--- src/hdl/rgblp_pkg.sv ---
// ----------------------------------------------------------------------------
// RGB LED PWM frame generator package
// Item types, operation and result codes, and the brightness step table.
// ----------------------------------------------------------------------------
package rgblp_pkg;

    localparam int OP_W     = 3;
    localparam int SEL_W    = 8;
    localparam int RGB_W    = 24;
    localparam int PCT_IN_W = 16;
    localparam int KIND_W   = 2;
    localparam int WORD_W   = 16;
    localparam int CMP_W    = 8;
    localparam int BRIGHT_W = 7;
    localparam int COMP_W   = 8;
    localparam int STEP_W   = 3;

    localparam logic [OP_W-1:0] OP_COLOUR = 3'd0;
    localparam logic [OP_W-1:0] OP_MODE   = 3'd1;
    localparam logic [OP_W-1:0] OP_ON     = 3'd2;
    localparam logic [OP_W-1:0] OP_FRAME  = 3'd3;
    localparam logic [OP_W-1:0] OP_SET    = 3'd4;
    localparam logic [OP_W-1:0] OP_STEP   = 3'd5;

    localparam logic [KIND_W-1:0] KIND_RED    = 2'd0;
    localparam logic [KIND_W-1:0] KIND_GREEN  = 2'd1;
    localparam logic [KIND_W-1:0] KIND_BLUE   = 2'd2;
    localparam logic [KIND_W-1:0] KIND_BRIGHT = 2'd3;

    localparam logic [RGB_W-1:0]    COLOUR_RESET   = 24'hFFFFFF;
    localparam logic [BRIGHT_W-1:0] MAX_PERCENT    = 7'd100;
    localparam logic [CMP_W-1:0]    CMP_MAX        = 8'hFF;
    localparam int                  LED_BIT_OFFSET = 2;
    localparam int                  STEP_RESET     = 1;

    // Division by 100 of a product below 256*100 is a multiply by the
    // reciprocal 5243/2^19, exact over that range.
    localparam int SAT_PRODUCT = 256 * 100;
    localparam int RECIP_100   = 5243;
    localparam int RECIP_SHIFT = 19;
    localparam int RECIP_IN_W  = 15;
    localparam int RECIP_OUT_W = 28;

    typedef struct packed {
        logic [OP_W-1:0]     op;
        logic [SEL_W-1:0]    led_select;
        logic [RGB_W-1:0]    rgb_value;
        logic                user_mode;
        logic                led_on;
        logic [PCT_IN_W-1:0] percent_in;
    } t_in_item;

    typedef struct packed {
        logic [KIND_W-1:0]   kind;
        logic [WORD_W-1:0]   shift_word;
        logic                latch_pulse;
        logic [CMP_W-1:0]    pwm_compare;
        logic [BRIGHT_W-1:0] brightness_now;
    } t_out_item;

    typedef struct packed {
        logic                set;
        logic                step;
        logic [PCT_IN_W-1:0] percent;
    } t_bright_cmd;

    typedef struct packed {
        logic [BRIGHT_W-1:0] brightness;
        logic [CMP_W-1:0]    compare;
    } t_bright_stat;

    function automatic logic [BRIGHT_W-1:0] step_level(input logic [STEP_W-1:0] idx);
        logic [BRIGHT_W-1:0] v;
        unique case (idx)
            3'd0: v = 7'd100;
            3'd1: v = 7'd70;
            3'd2: v = 7'd40;
            3'd3: v = 7'd25;
            3'd4: v = 7'd12;
            3'd5: v = 7'd5;
            3'd6: v = 7'd1;
            3'd7: v = 7'd0;
        endcase
        return v;
    endfunction

endpackage

--- src/hdl/rgblp_ram.sv ---
// ----------------------------------------------------------------------------
// Generic simple dual-port RAM
// One write port and one read port with a registered read.
// ----------------------------------------------------------------------------
module rgblp_ram #(
    parameter int WIDTH = 24,
    parameter int DEPTH = 24,
    parameter int AW    = 5
) (
    input  logic             i_clk,
    input  logic             i_we,
    input  logic [AW-1:0]    i_waddr,
    input  logic [WIDTH-1:0] i_wdata,
    input  logic [AW-1:0]    i_raddr,
    output logic [WIDTH-1:0] o_rdata
);

    logic [WIDTH-1:0] r_mem [DEPTH];
    logic [WIDTH-1:0] r_rdata;

    always_ff @(posedge i_clk) begin
        if (i_we) begin
            r_mem[i_waddr] <= i_wdata;
        end
        r_rdata <= r_mem[i_raddr];
    end

    assign o_rdata = r_rdata;

endmodule

--- src/hdl/rgblp_bright.sv ---
// ----------------------------------------------------------------------------
// Brightness unit
// Holds brightness, compare value and step index; computes the compare value
// in two registered steps.
// ----------------------------------------------------------------------------
module rgblp_bright
    import rgblp_pkg::*;
#(
    parameter int PWM_PERIOD = 255
) (
    input  logic         i_clk,
    input  logic         i_rst_n,
    input  t_bright_cmd  i_cmd,
    output t_bright_stat o_stat
);

    localparam int PERIOD_W = $clog2(PWM_PERIOD + 1);
    localparam int PROD_W   = BRIGHT_W + PERIOD_W;

    logic [BRIGHT_W-1:0] r_bright;
    logic [CMP_W-1:0]    r_cmp;
    logic [STEP_W-1:0]   r_step;
    logic [PROD_W-1:0]   r_prod;
    logic                r_phase;

    logic [BRIGHT_W-1:0]    n_pct;
    logic [31:0]            n_prod_ext;
    logic [RECIP_OUT_W-1:0] n_recip;
    logic [CMP_W-1:0]       n_cmp;

    always_comb begin
        if (i_cmd.step) begin
            n_pct = step_level(r_step);
        end else if (i_cmd.percent > PCT_IN_W'(MAX_PERCENT)) begin
            n_pct = MAX_PERCENT;
        end else begin
            n_pct = i_cmd.percent[BRIGHT_W-1:0];
        end
    end

    always_comb begin
        n_prod_ext = 32'(r_prod);
        n_recip    = RECIP_OUT_W'(n_prod_ext[RECIP_IN_W-1:0]) * RECIP_OUT_W'(RECIP_100);
        if (n_prod_ext >= 32'(SAT_PRODUCT)) begin
            n_cmp = CMP_MAX;
        end else begin
            n_cmp = n_recip[RECIP_SHIFT +: CMP_W];
        end
    end

    always_ff @(posedge i_clk) begin
        if (!i_rst_n) begin
            r_bright <= MAX_PERCENT;
            r_cmp    <= CMP_MAX;
            r_step   <= STEP_W'(STEP_RESET);
            r_phase  <= 1'b0;
        end else begin
            r_phase <= i_cmd.set || i_cmd.step;
            if (i_cmd.set || i_cmd.step) begin
                r_bright <= n_pct;
                r_prod   <= PROD_W'(n_pct) * PROD_W'(PWM_PERIOD);
            end
            if (i_cmd.step) begin
                r_step <= r_step + 1'b1;
            end
            if (r_phase) begin
                r_cmp <= n_cmp;
            end
        end
    end

    assign o_stat.brightness = r_bright;
    assign o_stat.compare    = r_cmp;

endmodule

--- src/hdl/rgblp_ctrl.sv ---
// ----------------------------------------------------------------------------
// Frame sequencer
// Decodes items, sweeps the colour memory for writes and frames, keeps the
// mode and on bits, and holds the result register.
// ----------------------------------------------------------------------------
module rgblp_ctrl
    import rgblp_pkg::*;
#(
    parameter int NUM_LEDS   = 12,
    parameter int LEVEL_BITS = 4,
    parameter int AW         = 5
) (
    input  logic             i_clk,
    input  logic             i_rst_n,
    input  logic             i_in_valid,
    output logic             o_in_stall,
    input  t_in_item         i_in_item,
    output logic             o_out_valid,
    input  logic             i_out_stall,
    output t_out_item        o_out_item,
    output logic             o_ram_we,
    output logic [AW-1:0]    o_ram_waddr,
    output logic [RGB_W-1:0] o_ram_wdata,
    output logic [AW-1:0]    o_ram_raddr,
    input  logic [RGB_W-1:0] i_ram_rdata,
    output t_bright_cmd      o_bcmd,
    input  t_bright_stat     i_bstat
);

    localparam int LED_W   = (NUM_LEDS > 1) ? $clog2(NUM_LEDS) : 1;
    localparam int DEPTH   = 2 * NUM_LEDS;
    localparam int SHIFT_W = 5;

    typedef enum logic [2:0] {
        S_IDLE,
        S_WR_ALL,
        S_FRAME,
        S_EMIT,
        S_BR_WAIT,
        S_BR_EMIT
    } t_state;

    t_state              r_state;
    t_in_item            r_item;
    logic [LED_W-1:0]    r_idx;
    logic                r_issue_done;
    logic                r_pend;
    logic [LED_W-1:0]    r_pend_led;
    logic                r_pend_valid;
    logic [WORD_W-1:0]   r_red;
    logic [WORD_W-1:0]   r_grn;
    logic [WORD_W-1:0]   r_blu;
    logic [1:0]          r_emit;
    logic [LEVEL_BITS-1:0] r_level;
    logic [NUM_LEDS-1:0] r_mode;
    logic [NUM_LEDS-1:0] r_don;
    logic [NUM_LEDS-1:0] r_uon;
    logic [DEPTH-1:0]    r_cvalid;
    logic                r_out_valid;
    t_out_item           r_out;

    logic                n_accept;
    logic                n_all;
    logic [LED_W-1:0]    n_sel;
    logic                n_can_load;
    logic                n_load;
    logic [AW-1:0]       n_rd_addr;
    logic [RGB_W-1:0]    n_colour;
    logic                n_on;
    logic [COMP_W-1:0]   n_thr;
    logic [SHIFT_W-1:0]  n_pos;
    logic [KIND_W-1:0]   n_kind;
    logic [WORD_W-1:0]   n_word;

    function automatic logic [AW-1:0] addr_of(input logic [LED_W-1:0] led, input logic user);
        return user ? (AW'(NUM_LEDS) + AW'(led)) : AW'(led);
    endfunction

    assign o_in_stall  = (r_state != S_IDLE);
    assign n_accept    = i_in_valid && (r_state == S_IDLE);
    assign n_all       = (i_in_item.led_select >= SEL_W'(NUM_LEDS));
    assign n_sel       = i_in_item.led_select[LED_W-1:0];
    assign n_can_load  = !r_out_valid || !i_out_stall;
    assign n_load      = n_can_load && (r_state == S_EMIT || r_state == S_BR_EMIT);
    assign n_rd_addr   = addr_of(r_idx, r_mode[r_idx]);

    // Colour memory ports: a single write goes straight from the input item,
    // a broadcast write sweeps one LED per cycle in its current bank.
    always_comb begin
        o_ram_we    = 1'b0;
        o_ram_waddr = addr_of(n_sel, r_mode[n_sel]);
        o_ram_wdata = i_in_item.rgb_value;
        if (r_state == S_WR_ALL) begin
            o_ram_we    = 1'b1;
            o_ram_waddr = n_rd_addr;
            o_ram_wdata = r_item.rgb_value;
        end else if (n_accept && i_in_item.op == OP_COLOUR && !n_all) begin
            o_ram_we = 1'b1;
        end
    end
    assign o_ram_raddr = n_rd_addr;

    assign o_bcmd.set     = n_accept && (i_in_item.op == OP_SET);
    assign o_bcmd.step    = n_accept && (i_in_item.op == OP_STEP);
    assign o_bcmd.percent = i_in_item.percent_in;

    // Per-LED evaluation of the entry read in the previous cycle.
    assign n_colour = r_pend_valid ? i_ram_rdata : COLOUR_RESET;
    assign n_on     = r_mode[r_pend_led] ? r_uon[r_pend_led] : r_don[r_pend_led];
    assign n_thr    = COMP_W'(r_level) << (COMP_W - LEVEL_BITS);
    assign n_pos    = SHIFT_W'(LED_BIT_OFFSET) + SHIFT_W'(r_pend_led);

    always_comb begin
        unique case (r_emit)
            2'd0:    begin n_kind = KIND_RED;   n_word = r_red; end
            2'd1:    begin n_kind = KIND_GREEN; n_word = r_grn; end
            default: begin n_kind = KIND_BLUE;  n_word = r_blu; end
        endcase
    end

    always_ff @(posedge i_clk) begin
        if (!i_rst_n) begin
            r_state     <= S_IDLE;
            r_pend      <= 1'b0;
            r_level     <= '0;
            r_mode      <= '0;
            r_don       <= '0;
            r_uon       <= '1;
            r_cvalid    <= '0;
            r_out_valid <= 1'b0;
        end else begin
            if (r_out_valid && !i_out_stall && !n_load) begin
                r_out_valid <= 1'b0;
            end
            if (o_ram_we) begin
                r_cvalid[o_ram_waddr] <= 1'b1;
            end
            unique case (r_state)
                S_IDLE: begin
                    if (n_accept) begin
                        r_item       <= i_in_item;
                        r_idx        <= '0;
                        r_issue_done <= 1'b0;
                        r_pend       <= 1'b0;
                        r_red        <= '0;
                        r_grn        <= '0;
                        r_blu        <= '0;
                        r_emit       <= '0;
                        for (int i = 0; i < NUM_LEDS; i++) begin
                            if (n_all || n_sel == LED_W'(i)) begin
                                if (i_in_item.op == OP_MODE) begin
                                    r_mode[i] <= i_in_item.user_mode;
                                end else if (i_in_item.op == OP_ON) begin
                                    if (r_mode[i]) begin
                                        r_uon[i] <= i_in_item.led_on;
                                    end else begin
                                        r_don[i] <= i_in_item.led_on;
                                    end
                                end
                            end
                        end
                        if (i_in_item.op == OP_COLOUR && n_all) begin
                            r_state <= S_WR_ALL;
                        end else if (i_in_item.op == OP_FRAME) begin
                            r_state <= S_FRAME;
                        end else if (i_in_item.op == OP_SET || i_in_item.op == OP_STEP) begin
                            r_state <= S_BR_WAIT;
                        end
                    end
                end
                S_WR_ALL: begin
                    if (r_idx == LED_W'(NUM_LEDS - 1)) begin
                        r_state <= S_IDLE;
                    end else begin
                        r_idx <= r_idx + 1'b1;
                    end
                end
                S_FRAME: begin
                    if (!r_issue_done) begin
                        r_pend       <= 1'b1;
                        r_pend_led   <= r_idx;
                        r_pend_valid <= r_cvalid[n_rd_addr];
                        if (r_idx == LED_W'(NUM_LEDS - 1)) begin
                            r_issue_done <= 1'b1;
                        end else begin
                            r_idx <= r_idx + 1'b1;
                        end
                    end else begin
                        r_pend <= 1'b0;
                    end
                    if (r_pend) begin
                        r_red <= r_red | (WORD_W'(n_on && (n_colour[23:16] > n_thr)) << n_pos);
                        r_grn <= r_grn | (WORD_W'(n_on && (n_colour[15:8] > n_thr)) << n_pos);
                        r_blu <= r_blu | (WORD_W'(n_on && (n_colour[7:0] > n_thr)) << n_pos);
                        if (r_pend_led == LED_W'(NUM_LEDS - 1)) begin
                            r_level <= r_level + 1'b1;
                            r_state <= S_EMIT;
                        end
                    end
                end
                S_EMIT: begin
                    if (n_can_load) begin
                        r_out_valid          <= 1'b1;
                        r_out.kind           <= n_kind;
                        r_out.shift_word     <= n_word;
                        r_out.latch_pulse    <= (n_kind == KIND_BLUE);
                        r_out.pwm_compare    <= i_bstat.compare;
                        r_out.brightness_now <= i_bstat.brightness;
                        r_emit               <= r_emit + 1'b1;
                        if (n_kind == KIND_BLUE) begin
                            r_state <= S_IDLE;
                        end
                    end
                end
                S_BR_WAIT: begin
                    r_state <= S_BR_EMIT;
                end
                S_BR_EMIT: begin
                    if (n_can_load) begin
                        r_out_valid          <= 1'b1;
                        r_out.kind           <= KIND_BRIGHT;
                        r_out.shift_word     <= '0;
                        r_out.latch_pulse    <= 1'b0;
                        r_out.pwm_compare    <= i_bstat.compare;
                        r_out.brightness_now <= i_bstat.brightness;
                        r_state              <= S_IDLE;
                    end
                end
                default: begin
                    r_state <= S_IDLE;
                end
            endcase
        end
    end

    assign o_out_valid = r_out_valid;
    assign o_out_item  = r_out;

endmodule

--- src/hdl/rgb_led_pwm_frame_generator_core.sv ---
// ----------------------------------------------------------------------------
// RGB LED PWM frame generator core
// Keeps colour, mode and on state of a row of RGB LEDs and emits the shift
// words of one software PWM frame per tick, plus brightness updates.
// ----------------------------------------------------------------------------
// Usage:
// Items enter on the input channel (i_in_valid, o_in_stall, i_in_item) and
// results leave on the output channel (o_out_valid, i_out_stall, o_out_item).
// An item is taken at a clock edge where valid is high and stall is low.
// Both sides are parted by a result register, so an item can be taken while
// an earlier result still waits for the receiver.
// A single-LED colour, mode or on write is done as the item is taken. A
// colour write to all LEDs sweeps the colour memory, one LED per cycle.
// A frame tick reads every LED's colour from the memory in turn (one read a
// cycle through its single read port), then the red, green and blue words
// are loaded in order into the result register. Brightness set and step
// wait for the two-step compare calculation before their result is loaded.
// When the receiver stalls, the result register holds and the sequencer
// waits; input stays stalled until the item's results are all loaded.
// Reset is synchronous and active low; it restores white colours, default
// mode, the on bits, level zero and full brightness at once.
// ----------------------------------------------------------------------------
module rgb_led_pwm_frame_generator_core
    import rgblp_pkg::*;
#(
    parameter int NUM_LEDS   = 12,
    parameter int LEVEL_BITS = 4,
    parameter int PWM_PERIOD = 255
) (
    input  logic      i_clk,
    input  logic      i_rst_n,
    input  logic      i_in_valid,
    output logic      o_in_stall,
    input  t_in_item  i_in_item,
    output logic      o_out_valid,
    input  logic      i_out_stall,
    output t_out_item o_out_item
);

    // Colour memory: entry i is the default bank of LED i, entry NUM_LEDS+i
    // its user bank.
    localparam int DEPTH = 2 * NUM_LEDS;
    localparam int AW    = $clog2(DEPTH);

    logic             ram_we;
    logic [AW-1:0]    ram_waddr;
    logic [RGB_W-1:0] ram_wdata;
    logic [AW-1:0]    ram_raddr;
    logic [RGB_W-1:0] ram_rdata;
    t_bright_cmd      bcmd;
    t_bright_stat     bstat;

    rgblp_ctrl #(
        .NUM_LEDS   (NUM_LEDS),
        .LEVEL_BITS (LEVEL_BITS),
        .AW         (AW)
    ) u_ctrl (
        .i_clk       (i_clk),
        .i_rst_n     (i_rst_n),
        .i_in_valid  (i_in_valid),
        .o_in_stall  (o_in_stall),
        .i_in_item   (i_in_item),
        .o_out_valid (o_out_valid),
        .i_out_stall (i_out_stall),
        .o_out_item  (o_out_item),
        .o_ram_we    (ram_we),
        .o_ram_waddr (ram_waddr),
        .o_ram_wdata (ram_wdata),
        .o_ram_raddr (ram_raddr),
        .i_ram_rdata (ram_rdata),
        .o_bcmd      (bcmd),
        .i_bstat     (bstat)
    );

    rgblp_ram #(
        .WIDTH (RGB_W),
        .DEPTH (DEPTH),
        .AW    (AW)
    ) u_colour_ram (
        .i_clk   (i_clk),
        .i_we    (ram_we),
        .i_waddr (ram_waddr),
        .i_wdata (ram_wdata),
        .i_raddr (ram_raddr),
        .o_rdata (ram_rdata)
    );

    rgblp_bright #(
        .PWM_PERIOD (PWM_PERIOD)
    ) u_bright (
        .i_clk   (i_clk),
        .i_rst_n (i_rst_n),
        .i_cmd   (bcmd),
        .o_stat  (bstat)
    );

endmodule

--- config.mk ---
export PLATFORM = sky130hd
export DESIGN_NAME = rgb_led_pwm_frame_generator_core
export DESIGN_NICKNAME = d
export VERILOG_FILES = /design/src/hdl/rgblp_pkg.sv /design/src/hdl/rgblp_ram.sv /design/src/hdl/rgblp_bright.sv /design/src/hdl/rgblp_ctrl.sv /design/src/hdl/rgb_led_pwm_frame_generator_core.sv
export SDC_FILE = /design/constraint.sdc
export NUM_CORES = 1
export LEC_CHECK = 0
export BUFFER_PORTS_ARGS = -buffer_cell sky130_fd_sc_hd__clkbuf_2
export CORE_MARGIN = 2
export CORE_UTILIZATION = 60
export CTS_CLUSTER_DIAMETER = 50
export DETAILED_ROUTE_END_ITERATION = 8
export GPL_ROUTABILITY_DRIVEN = 0
export PLACE_DENSITY = 0.86
export REMOVE_ABC_BUFFERS = 1
export SYNTH_ARGS = -nofsm -noshare
export SYNTH_HDL_FRONTEND = slang
export SYNTH_SLANG_ARGS = --single-unit
--- constraint.sdc ---
create_clock -name i_clk -period 10.1 [get_ports i_clk]
set_clock_uncertainty 0.1 [all_clocks]
set_input_delay 0.505 -clock i_clk [delete_from_list [all_inputs] [get_ports i_clk]]
set_output_delay 0.505 -clock i_clk [all_outputs]
set_load 0.02 [all_outputs]
## Yosys cells after proc, flatten, opt, wreduce, memory -nomap -nowiden

Memory sizes are Yosys's and may differ from the RTL's. A register that Yosys moved wholly into a read port is not among the register bits.
Cells that the tools add are included.

- Flip-flop bits (word level): 221
- RAM bits: 576
- Bits in read-only memories: 56
- Bits of input ports: 57
- Logic and storage cells: 296
- Memories kept: 2

Memories:

| memory | depth | width | rd ports | clocked after Yosys merged registers in | write ports | line | source |
|---|---|---|---|---|---|---|---|
| u_colour_ram.r_mem | 24 | 24 | 1 | 1 | 1 | rgblp_ram.sv:18 | `logic [WIDTH-1:0] r_mem [DEPTH];` |
| (no name shown) | 8 | 7 | 1 | 1 | 0 | rgblp_pkg.sv:74 | `unique case (idx)` |

- $add $sub $neg: 7
- Multiply operators: 2
- Order comparisons: 12
- Equality and inequality tests: 34
- Shift operators: 3
- Mux-type cells: 68
- Bitwise operators: 18
- Reduce and logical (&&, ||, !) cells: 90

Operators with widths:

| operator | number |
|---|---|
| 6-bit AND reduction | 24 |
| 16-bit case mux with 2 select lines | 4 |
| 34-bit 2-to-1 mux | 2 |
| 34-bit case mux with 2 select lines | 1 |
| 16-bit 2-to-1 mux | 4 |
| 4-bit AND reduction | 16 |
| 24-bit 2-to-1 mux | 2 |
| 16-bit OR | 3 |
| 1-bit by 5-bit << shifter with 16-bit output | 3 |
| 3-bit 2-to-1 mux | 12 |
| 15-bit by 13-bit multiplier with 27-bit output, second input constant | 1 |
| 4-bit equality test, second input constant | 6 |
| 8-bit greater-than comparator | 3 |
| 24-bit OR | 1 |
| 1-bit binary-select mux with 4-bit select | 5 |
| 1-bit 2-to-1 mux | 19 |
| 3-bit case mux with 6 select lines | 1 |
| 4-bit by 3-bit equality test with 1-bit output, second input constant | 4 |
| 16-bit by 7-bit greater-than comparator with 1-bit output, second input constant | 1 |
| 1-bit logical OR | 16 |
| 15-bit greater-or-equal comparator, second input constant | 1 |
| 4-bit by 5-bit less-than comparator with 1-bit output, second input constant | 3 |
| 7-bit by 8-bit multiplier with 15-bit output, second input constant | 1 |
| 5-bit 2-to-1 mux | 3 |
| other kinds (39) | 98 |

## Longest topological paths before layout

- Word-level depth: 9
- Gate-level depth with buffers: 22
- Depth with buffers taken out: 21

## Cells and area by module

A second synthesis with hierarchy kept.

- Cell total of the unflattened synthesis: 2628
- Area total of the unflattened synthesis: 38796.0 um^2

Modules (own cells, without submodules):

| module | times used | cells an instance | area each (um^2) | seq. area each (um^2) |
|---|---|---|---|---|
| rgblp_ram | 1 | 1065 | 22745.6 | 17777.0 |
| rgblp_ctrl | 1 | 911 | 9614.2 | 4924.7 |
| rgblp_bright | 1 | 652 | 6436.2 | 970.9 |

## Worst setup path before layout

No wires, ideal clock.

- Path type: reg2reg
- From: register u_ctrl.r_state[2]
- To: register u_bright.r_prod[14], data pin
- Arrival time: 5.457 ns
- Required time: 9.741 ns
- Slack: 4.284 ns
- Stages on the path, launching flop included: 20
- Clock period less this slack: 5.816 ns
- Cells stage by stage: dfxtp_1 or2_2 nor4b_1 and2_1 buf_2 a311oi_1 a22oi_1 inv_1 fa_1 fa_1 inv_1 fa_1 fa_1 inv_1 ha_1 or3_1 o211a_1 a211oi_1 a21oi_1 xnor2_1

- Word-level cells in the longest chain between the ends: 5

Ends and longest elaborated chain:

| what | line | source |
|---|---|---|
| start: declaration | rgblp_ctrl.sv:43 | `t_state r_state;` |
| start signal: assignment | rgblp_ctrl.sv:123 | `r_state <= S_IDLE;` |
| start signal: assignment | rgblp_ctrl.sv:163 | `r_state <= S_WR_ALL;` |
| start signal: assignment | rgblp_ctrl.sv:165 | `r_state <= S_FRAME;` |
| 3-bit zero test | rgblp_ctrl.sv:80 | `assign n_accept = i_in_valid && (r_state == S_IDLE);` |
| 1-bit logical AND | rgblp_ctrl.sv:80 |  |
| 1-bit logical AND | rgblp_ctrl.sv:104 | `assign o_bcmd.step = n_accept && (i_in_item.op == OP_STEP);` |
| 7-bit 2-to-1 mux | rgblp_bright.sv:32 | `if (i_cmd.step) begin` |
| via u_bright.n_pct[3] | rgblp_bright.sv:26 | `logic [BRIGHT_W-1:0] n_pct;` |
| 7-bit by 8-bit multiplier with 15-bit output | rgblp_bright.sv:61 | `r_prod <= PROD_W'(n_pct) * PROD_W'(PWM_PERIOD);` |
| end signal: assignment | rgblp_bright.sv:61 |  |
| end: declaration | rgblp_bright.sv:23 | `logic [PROD_W-1:0] r_prod;` |

The timed path passes the listed nets, and every way through them passes these cells.
A chain may end at the register's enable or synchronous reset.

## Worst setup path after layout

- From: register u_ctrl.r_state[1]
- To: register u_bright.r_prod[14], data pin

The elaborated chain is that of the path after synthesis.

==> impl_metrics.json <==
{
  "status": "finished clean",
  "layout_setup_ws_ps": 3140,
  "hp-class": "input pin to register",
  "pwr-share-comb_pct": 12.8,
  "synth.avg_cell_area_sq_um": 14.9,
  "via_per_inst": 6.55,
  "clk_path_buf_depth": 3,
  "vias": 23493,
  "critical_path_class": "register to register",
  "grt-ovfl-total": 0,
  "cts-resized-gates": 0,
  "drive_above_1_share_pct": 17.4,
  "drcViolationCount": 0,
  "antenna_found_initial": 2,
  "hold_viol": 0,
  "clock_sinks": 828,
  "powerDensity_nw_per_um2": 191,
  "grt_pass1_wl_um": 143000,
  "path_buf_inv": 4,
  "dieArea_sq_um": 65200,
  "wl_per_cell_um": 26.8,
  "switchingPower_w": 0.00206,
  "vdd_drop_max_mv": 0.156,
  "port-buffer-count": 92,
  "die_x_um": 255,
  "max_slew_margin_pct": 10.3,
  "cts_root_buffer": "clkbuf_16",
  "final_net_count": 2977,
  "cts_tree": "built",
  "synth_ff_type": "edfxtp_1",
  "synthArstFlopShare_pct": 0,
  "cp.required_ps": 10360,
  "drt.antenna.violating_nets": 0,
  "p_int_w": 0.00604,
  "critPathCaptureType": "register",
  "period_share_pct": 68.9,
  "leakage_nw": 15.3,
  "crit_chain": "nand2b_1, nor4b_2, buf_4, and2_1, a311oi_1, a22oi_1, inv_1, fa_1, fa_1, inv_1, fa_1, fa_1, inv_1, ha_1, or3_1, o211a_1, a211oi_1, a21oi_1, xnor2_1",
  "cts_buffers": 84,
  "hpwl_um": 51500,
  "crit_slowest_cell": "dfxtp_1",
  "synth_cells": 2544,
  "tightest_slew_ps": 1340,
  "area_delta_synth_final_pct": 12.2,
  "crit_top_cell": "fa_1",
  "clockPowerShare_pct": 39.8,
  "slowest_delay_ps": 750,
  "h-tree-depth": 3,
  "crit_arrival_ps": 7220,
  "grt_pass1_vias": 23835,
  "io_pins": 93,
  "start_util_pct": 60.4,
  "synth_warnings": 0,
  "preCtsSetupSlack_ps": 3300,
  "first_pass_iters": 6,
  "post-route-min-period_ps": 6960,
  "rsz0062_at_grt": "false",
  "synth-edff-count": 709,
  "grt_max_degree": 160,
  "row_count": 92,
  "ys_types": 70,
  "yosysSeqAreaShare_pct": 62.5,
  "final_core_util_pct": 67.8,
  "fmax_ghz": 0.144,
  "switching_share_pct": 25.4,
  "synth-seq-cells": 828,
  "grt.total_usage_pct": 29.9,
  "coreArea_sq_um": 62700,
  "setup_tns_ps": 0,
  "drt_iter0_drc": 3133,
  "netlist_area_sq_um": 37900,
  "setup_violations": 0,
  "cp_max_fo": 22,
  "clkSlewWorstSetupHoldPaths_ps": 70,
  "power_frac_seq_pct": 47.4,
  "report.final.slew_viol_count": 0,
  "clkLatencyLatePin_ps": 650,
  "crit_family": "adder cells",
  "cp-start-kind": "register",
  "finalWirelength_um": 96000,
  "fp.dieH_um": 255,
  "cap_violations": 0
}
==> power by group through the flow <==
stage                     sequential [W]  combinational (W)  clock, W
after global routing             0.00384            0.00114   0.00336
after floorplan                  0.00392           0.000719         0
final                            0.00384            0.00104   0.00322
after global placement           0.00390           0.000946         0
after CTS                        0.00384            0.00102   0.00324
after detailed placement         0.00391           0.000996         0
==> final cells by class <==
| class | count | area [sq um] |
|---|---|---|
| Multi-Input combinational cell | 1424 | 13200 |
| Clock buffer | 101 | 2270 |
| Tap cell | 846 | 1060 |
| Timing Repair Buffer | 147 | 951 |
| Antenna cell | 3 | 7.51 |
| Inverter | 181 | 679 |
| Clock inverter | 54 | 626 |
| Sequential cell | 828 | 23700 |
| Fill cell | 3806 | 20200 |
==> Yosys cell counts, types with 7 or more instances <==
cell type / n / area (sq um)
a21oi_1: 66 / 330
and3_1: 8 / 50.1
buf_1: 13 / 48.8
clkbuf_1: 77 / 289
mux4_2: 160 / 3600
a22oi_1: 19 / 143
nor2_2: 11 / 68.8
o22a_1: 8 / 70.1
a21o_1: 8 / 60.1
mux2i_1: 56 / 561
a211oi_1: 9 / 67.6
fa_1: 85 / 1700
or3_1: 8 / 50.1
edfxtp_1: 709 / 21300
nand2b_1: 22 / 138
nand2_1: 320 / 1200
nand4_1: 12 / 75.1
a31oi_1: 33 / 206
nor2b_1: 18 / 113
ha_1: 169 / 2110
o21ai_0: 91 / 455
dfxtp_1: 119 / 2380
o21a_1: 18 / 135
nand3_1: 33 / 165
xnor2_1: 26 / 228
nor3_1: 24 / 120
buf_2: 17 / 85.1
xor2_1: 7 / 61.3
nor2_1: 107 / 402
inv_1: 181 / 679
a32o_1: 25 / 250
==> worst reg2reg max path: stages (launching register included) <==
cell	delay, ps
dfxtp_1	750
nand2b_1	420
nor4b_2	90
buf_4	200
and2_1	300
a311oi_1	560
a22oi_1	340
inv_1	200
fa_1	510
fa_1	640
inv_1	80
fa_1	470
fa_1	490
inv_1	50
ha_1	340
or3_1	360
o211a_1	130
a211oi_1	390
a21oi_1	150
xnor2_1	140
==> final timing paths <==
check	start	cells after the start	end	slack, ps
max	u_ctrl.r_state[1]	19	u_bright.r_prod[14]	3140
min	i_in_item[41]	1	u_ctrl.r_item[41]	30
max reg2reg	u_ctrl.r_state[1]	19	u_bright.r_prod[14]	3140
min reg2reg	u_bright.r_cmp[0]	0	u_ctrl.o_out_item[7]	330
==> state kept, by name (all words and copies together), names as in the netlist, 2 cells and up, named ones only <==
register / cells
u_colour_ram.r_mem: 576
u_ctrl.o_out_item: 34
u_colour_ram.o_rdata: 24
u_ctrl.r_cvalid: 24
u_ctrl.r_item: 24
u_ctrl.r_blu: 16
u_ctrl.r_grn: 16
u_ctrl.r_red: 16
u_bright.r_prod: 15
u_ctrl.r_don: 12
u_ctrl.r_mode: 12
u_ctrl.r_uon: 12
u_bright.r_cmp: 8
u_bright.r_bright: 7
u_ctrl.r_idx: 4
u_ctrl.r_level: 4
u_ctrl.r_pend_led: 4
u_bright.r_step: 3
u_ctrl.r_state: 3
u_ctrl.r_emit: 2
==> cell families after synthesis <==
kind of cell / share of synthesized area, %
mux: 11.2
xor+xnor: 0.763
flops: 62.5
simple gates: 6.95
buf+inv: 3.01
fa+ha+maj: 10.1
compound gates: 5.49
==> layer usage <==
metal  up-vias  part of all wire, %  global-route usage [%]
li1       9732                    -                       -
met1     11616                   35                    38.6
met2      1804                   48                    48.9
met3       341                   12                    6.59
met4         0                  4.9                    14.1
met5         -                    0                       0
==> cell usage in the layout (no fill, tap or decap), types with 56 or more instances in the layout <==
cell,synthesis,final
edfxtp_1,709,709
nand2_1,320,320
inv_1,181,181
ha_1,169,169
mux4_2,160,160
dfxtp_1,119,119
nor2_1,107,93
clkbuf_2,0,92
o21ai_0,91,91
fa_1,85,85
clkbuf_16,0,84
a21oi_1,66,64
mux2i_1,56,56
==> what timing repair did <==
item,CTS,global route
hold endpoints to repair,21,0
buffers inserted,0,0
hold buffers,21,0
==> per-stage QoR <==
stage / cells / power [W] / instance area [sq um] / hold slack, ps
6_report: 3584 / 0.00810 / 42500 / 26.2
5_1_grt: 3582 / 0.00835 / 42500 / 11.4
4_1_cts: 3581 / 0.00809 / 42500 / 2.97
3_5_place_dp: 3405 / 0.00490 / 39400 / 318
3_3_place_gp: 3405 / 0.00485 / 39400 / 315
2_1_floorplan: 2433 / 0.00464 / 37400 / 308
(Power assumes the default switching activity.)
